===== config.mk =====
export PLATFORM = sky130hd
export DESIGN_NAME = fpb_mix
export DESIGN_NICKNAME = d
export VERILOG_FILES = /design/src/rtl/fpb_pkg.sv /design/src/rtl/fpb_mix.sv
export SDC_FILE = /design/constraint.sdc
export NUM_CORES = 1
export LEC_CHECK = 0
export BUFFER_PORTS_ARGS = -buffer_cell sky130_fd_sc_hd__clkbuf_2
export CORE_MARGIN = 5
export CORE_UTILIZATION = 64
export CTS_BUF_LIST = sky130_fd_sc_hd__clkbuf_8
export CTS_CLUSTER_SIZE = 40
export DETAILED_ROUTE_END_ITERATION = 16
export GPL_TIMING_DRIVEN = 0
export PLACE_DENSITY_LB_ADDON = 0.2
export SYNTH_ARGS = -nofsm -noshare
export SYNTH_HDL_FRONTEND = slang
export SYNTH_SLANG_ARGS = --single-unit
export TNS_END_PERCENT = 1

===== constraint.sdc =====
create_clock -name clk -period 8 [get_ports clk]
set_input_delay 1.2 -clock clk [delete_from_list [all_inputs] [get_ports clk]]
set_output_delay 1.2 -clock clk [all_outputs]
set_load 0.02 [all_outputs]

===== src/rtl/fpb_pkg.sv =====
// Shared types, constants and a helper function for the frame store blender.
package fpb_pkg;

	localparam int CFG_W          = 9;
	localparam int CH_W           = 8;
	localparam int COORD_W        = 16;
	localparam int DEF_MAX_WIDTH  = 256;
	localparam int DEF_MAX_HEIGHT = 256;

	localparam logic [CFG_W-1:0] SIZE_RESET    = 9'd256;
	localparam logic [CH_W-1:0]  ALPHA_OPAQUE  = 8'hFF;
	localparam logic [CH_W-1:0]  ALPHA_NONE    = 8'h00;

	typedef enum logic [1:0] {
		OP_WRITE = 2'd0,
		OP_READ  = 2'd1,
		OP_BLEND = 2'd2,
		OP_CLEAR = 2'd3
	} op_t;

	typedef enum logic {
		REG_WIDTH  = 1'b0,
		REG_HEIGHT = 1'b1
	} cfg_reg_t;

	typedef enum logic [1:0] {
		ST_SWEEP,
		ST_IDLE,
		ST_MIX,
		ST_WB
	} state_t;

	typedef struct packed {
		logic [CH_W-1:0] r;
		logic [CH_W-1:0] g;
		logic [CH_W-1:0] b;
		logic [CH_W-1:0] a;
	} pixel_t;

	// Exact floor(n / 255) for any n up to 65279, which covers every blend sum.
	function automatic logic [CH_W-1:0] div255(input logic [15:0] n);
		logic [16:0] t;
		begin
			t = 17'(n) + 17'd1 + 17'(n[15:8]);
			return t[15:8];
		end
	endfunction

endpackage


===== src/rtl/fpb_mix.sv =====
// Blend datapath: registered channel products, then divide by 255 and alpha select.
module fpb_mix import fpb_pkg::*; (
	input  logic   clk,
	input  logic   load,
	input  pixel_t src,
	input  pixel_t dst,
	output pixel_t blend,
	output pixel_t dst_s1
);

	logic [CH_W-1:0] inv_a;
	logic [15:0]     sum_r_s1;
	logic [15:0]     sum_g_s1;
	logic [15:0]     sum_b_s1;
	pixel_t          src_s1;
	logic [CH_W:0]   alpha_sum;
	logic [CH_W-1:0] alpha_sat;

	assign inv_a = ALPHA_OPAQUE - src.a;

	always_ff @(posedge clk) begin
		if (load) begin
			sum_r_s1 <= 16'(src.r) * 16'(src.a) + 16'(dst.r) * 16'(inv_a);
			sum_g_s1 <= 16'(src.g) * 16'(src.a) + 16'(dst.g) * 16'(inv_a);
			sum_b_s1 <= 16'(src.b) * 16'(src.a) + 16'(dst.b) * 16'(inv_a);
			src_s1   <= src;
			dst_s1   <= dst;
		end
	end

	assign alpha_sum = {1'b0, src_s1.a} + {1'b0, dst_s1.a};
	assign alpha_sat = alpha_sum[CH_W] ? ALPHA_OPAQUE : alpha_sum[CH_W-1:0];

	always_comb begin
		if (src_s1.a == ALPHA_NONE) begin
			blend = dst_s1;
		end else if (src_s1.a == ALPHA_OPAQUE) begin
			blend = src_s1;
		end else begin
			blend.r = div255(sum_r_s1);
			blend.g = div255(sum_g_s1);
			blend.b = div255(sum_b_s1);
			blend.a = alpha_sat;
		end
	end

endmodule


==> run metrics <==
outcome finished clean; Final Cycle Share 90.64%; Iter 0 DRT Violations 1,072; ANT nets after route 0; Synth area leader fa_1; Synth Instances between 1,500 and 2,000; Slew @ Worst Pin roughly 1.1 ns; # setup viols final 0; Reg clk slew, reported paths 0.13 ns; Final Hold Viols 0; first-pass GRT wire length 74,040 um; total track usage 30.46%; Clock Path Buffers 2; max-cap viol count 0; CP Buf/Inv Count 6; Root Buffer clkbuf_8; Compound-Gate Fraction of Synth Area between 6 and 7%; row cnt 61; Via Count 13,570; Syn. warnings 0; total gr overflow 0; Crit path max-delay family adder cells; post-DR wirelength/cell 19.58 um; PostCTS Resize Cnt 0; HPWL after DPL 37,810 um; most common flop cell mapped by yosys edfxtp_1; largest net degree at the start of global routing 113; RSZ-0062 raised after global routing false; setup TNS 0 ns; # hold bufs at CTS 0; fin crit period 7.251 ns; CP Launch Type input pin; IO Pins 130; combinational fraction of design power 79.6%; slowest stage cell on the critical path clkbuf_1; Seq pwr share approximately 15%; most frequent cells in the layout inv_1, fa_1, ha_1, nor2b_1, clkbuf_2; VDD IR-drop max 390.2 uV; syn_area_per_cell 9.857 um2; Synth-to-Final Area Change 7.539%; core footprint 0.02793 mm2; fin nets approximately 2,600; H-tree levels 3; final wirelength approximately 46,000 um; Seq/Total Area, Yosys 18.47%; die width 178.7 um; max-slew violation count 0; largest cells by area after synthesis fa_1, edfxtp_1, ha_1, inv_1, nor2b_1; CP endpoint kind flop; post-CTS setup buffers 0; CP Cell Sequence clkbuf_2 -> clkbuf_1 -> clkbuf_1 -> nand2_1 -> fa_1 -> fa_1 -> inv_1 -> fa_1 -> fa_1 -> fa_1 -> inv_1 -> fa_1 -> inv_1 -> ha_1 -> a21oi_1 -> o21ai_1 -> a2111oi_2 -> o31ai_1 -> a21oi_1 -> xnor2_1; Clock power frac under 10%; count of unique library cells instantiated by Yosys slightly above 60; Max Fclk around 140 MHz; Slew headroom 23.62%; Post-route DRC 0; Leakage 9.553 nW; #FFs+latches synth 112; Post-synth ARST share 0%; Setup CP Type input pin to flop; commonest non-fill, non-tap cell in the layout inv_1; max incr delay on CP about 0.65 ns; Synth top area share a little under a third; CP arrival 7.43 ns; power density over the cells 420.3 mW/mm2; vias per cell around 5.7; total power 0.008229 W; Post-Syn Area around 0.018 mm2; Net Sw Power 0.004124 W; routability congestion estimate 0.9215; Initial Util 65.18%; CTS tree built; number of synthesized flops with an enable pin 112; P_int a little over 0.004 W; CTS buffer count 9; die area 0.03192 mm2; I/O Buffers 129; hold crit path type input pin to flop; vias in the first global route 14,400; share of layout cells above drive strength 1 7.924%; Die Ht 178.7 um; Crit path top cell by count fa_1; post-synthesis mux area share 0.1856%; initial antenna violation count 1; main combinational cell family by area after synthesis adder cells; Synth Area in Adders 46.55%; Simple-Gate Fraction of Synth Area 15.52%; critical path required time a little over 8 ns; Sw Share 50.11%; CTS Sinks around 110; worst-path fanout max 10; drt first pass iters 5; xor/xnor cell area share of the yosys netlist 3.127%
## flip-flops by register name, indices dropped and copies added (netlist names)
| register | flops |
|---|---|
| sum_g_s1 | 16 |
| dst_s1 | 32 |
| sum_r_s1 | 16 |
| src_s1 | 32 |
| sum_b_s1 | 16 |
## layer usage
metal | part of all wire (%) | routed length [um] | global-route usage, %
met1 | 38 | 17510 | 38.98
met2 | 48 | 22440 | 51.65
met3 | 9.6 | 4452 | 6.116
met4 | 4.4 | 2050 | 11.35
met5 | 0 | 0 | 0
## Yosys cell counts, drive strengths merged (6+ instances only)
| cell type | number |
|---|---|
| nor3 | 11 |
| o22a | 6 |
| fa | 289 |
| ha | 215 |
| a21oi | 43 |
| inv | 415 |
| nor2b | 140 |
| edfxtp | 112 |
| nand2b | 56 |
| o211ai | 7 |
| nor2 | 40 |
| nand2 | 116 |
| nand3 | 20 |
| xor2 | 12 |
| and2 | 109 |
| a21o | 13 |
| a211oi | 12 |
| xnor2 | 53 |
| a22oi | 18 |
| and3 | 6 |
| o21ai | 42 |
| clkbuf | 45 |
## layout make-up
class | count | area (um2)
flip-flops and latches | 112 | 3363
fillers | 2175 | 8356
diodes | 1 | 2.502
clock buffers | 9 | 123.9
clock inverters | 7 | 111.4
plain buffers | 50 | 190.2
multi-input cells | 1272 | 13100
inverters | 415 | 1558
well taps | 378 | 473.0
repair buffers | 129 | 654.4
## power groups by stage
stage	sequential (W)	combinational (W)	clock (W)
detailed placement	0.00127	0.00649	0
floorplan	0.00123	0.00503	0
global placement	0.00126	0.00629	0
CTS	0.00125	0.00657	0.000422
global route	0.00127	0.00743	0.000447
finish	0.00126	0.00655	0.000422
## path summary, 6_finish.rpt
check / from / end / slack (ns) / depth (start not counted)
min: dst[4] / dst_s1[4] / 0.94 / 1
max: src[2] / sum_b_s1[15] / 0.75 / 20
## logic make-up (layout without fill, tap and decap cells)
family / Yosys count / after routing
other: 1 / 4
AO/OA/AOI/OAI: 180 / 180
XOR/XNOR: 65 / 65
buffers and inverters: 465 / 610
flip-flops: 112 / 112
AND/OR/NAND/NOR: 517 / 517
adder cells (fa/ha/maj): 504 / 504
multiplexers: 3 / 3
## metrics by stage
stage / utilization (%) / area [um2] / setup WS (ns) / cells / hold WS, ns
2_1_floorplan: - / 18210 / 1.532 / 1849 / 1.299
3_3_place_gp: 69.21 / 19330 / 0.5029 / 2356 / 1.379
3_5_place_dp: 69.24 / 19340 / 0.4043 / 2356 / 1.379
4_1_cts: 70.08 / 19580 / 0.8539 / 2372 / 0.9355
5_1_grt: 70.09 / 19580 / 0.4435 / 2373 / 0.9187
6_report: 70.09 / 19580 / 0.7490 / 2373 / 0.9379
(Power assumes the default switching activity.)
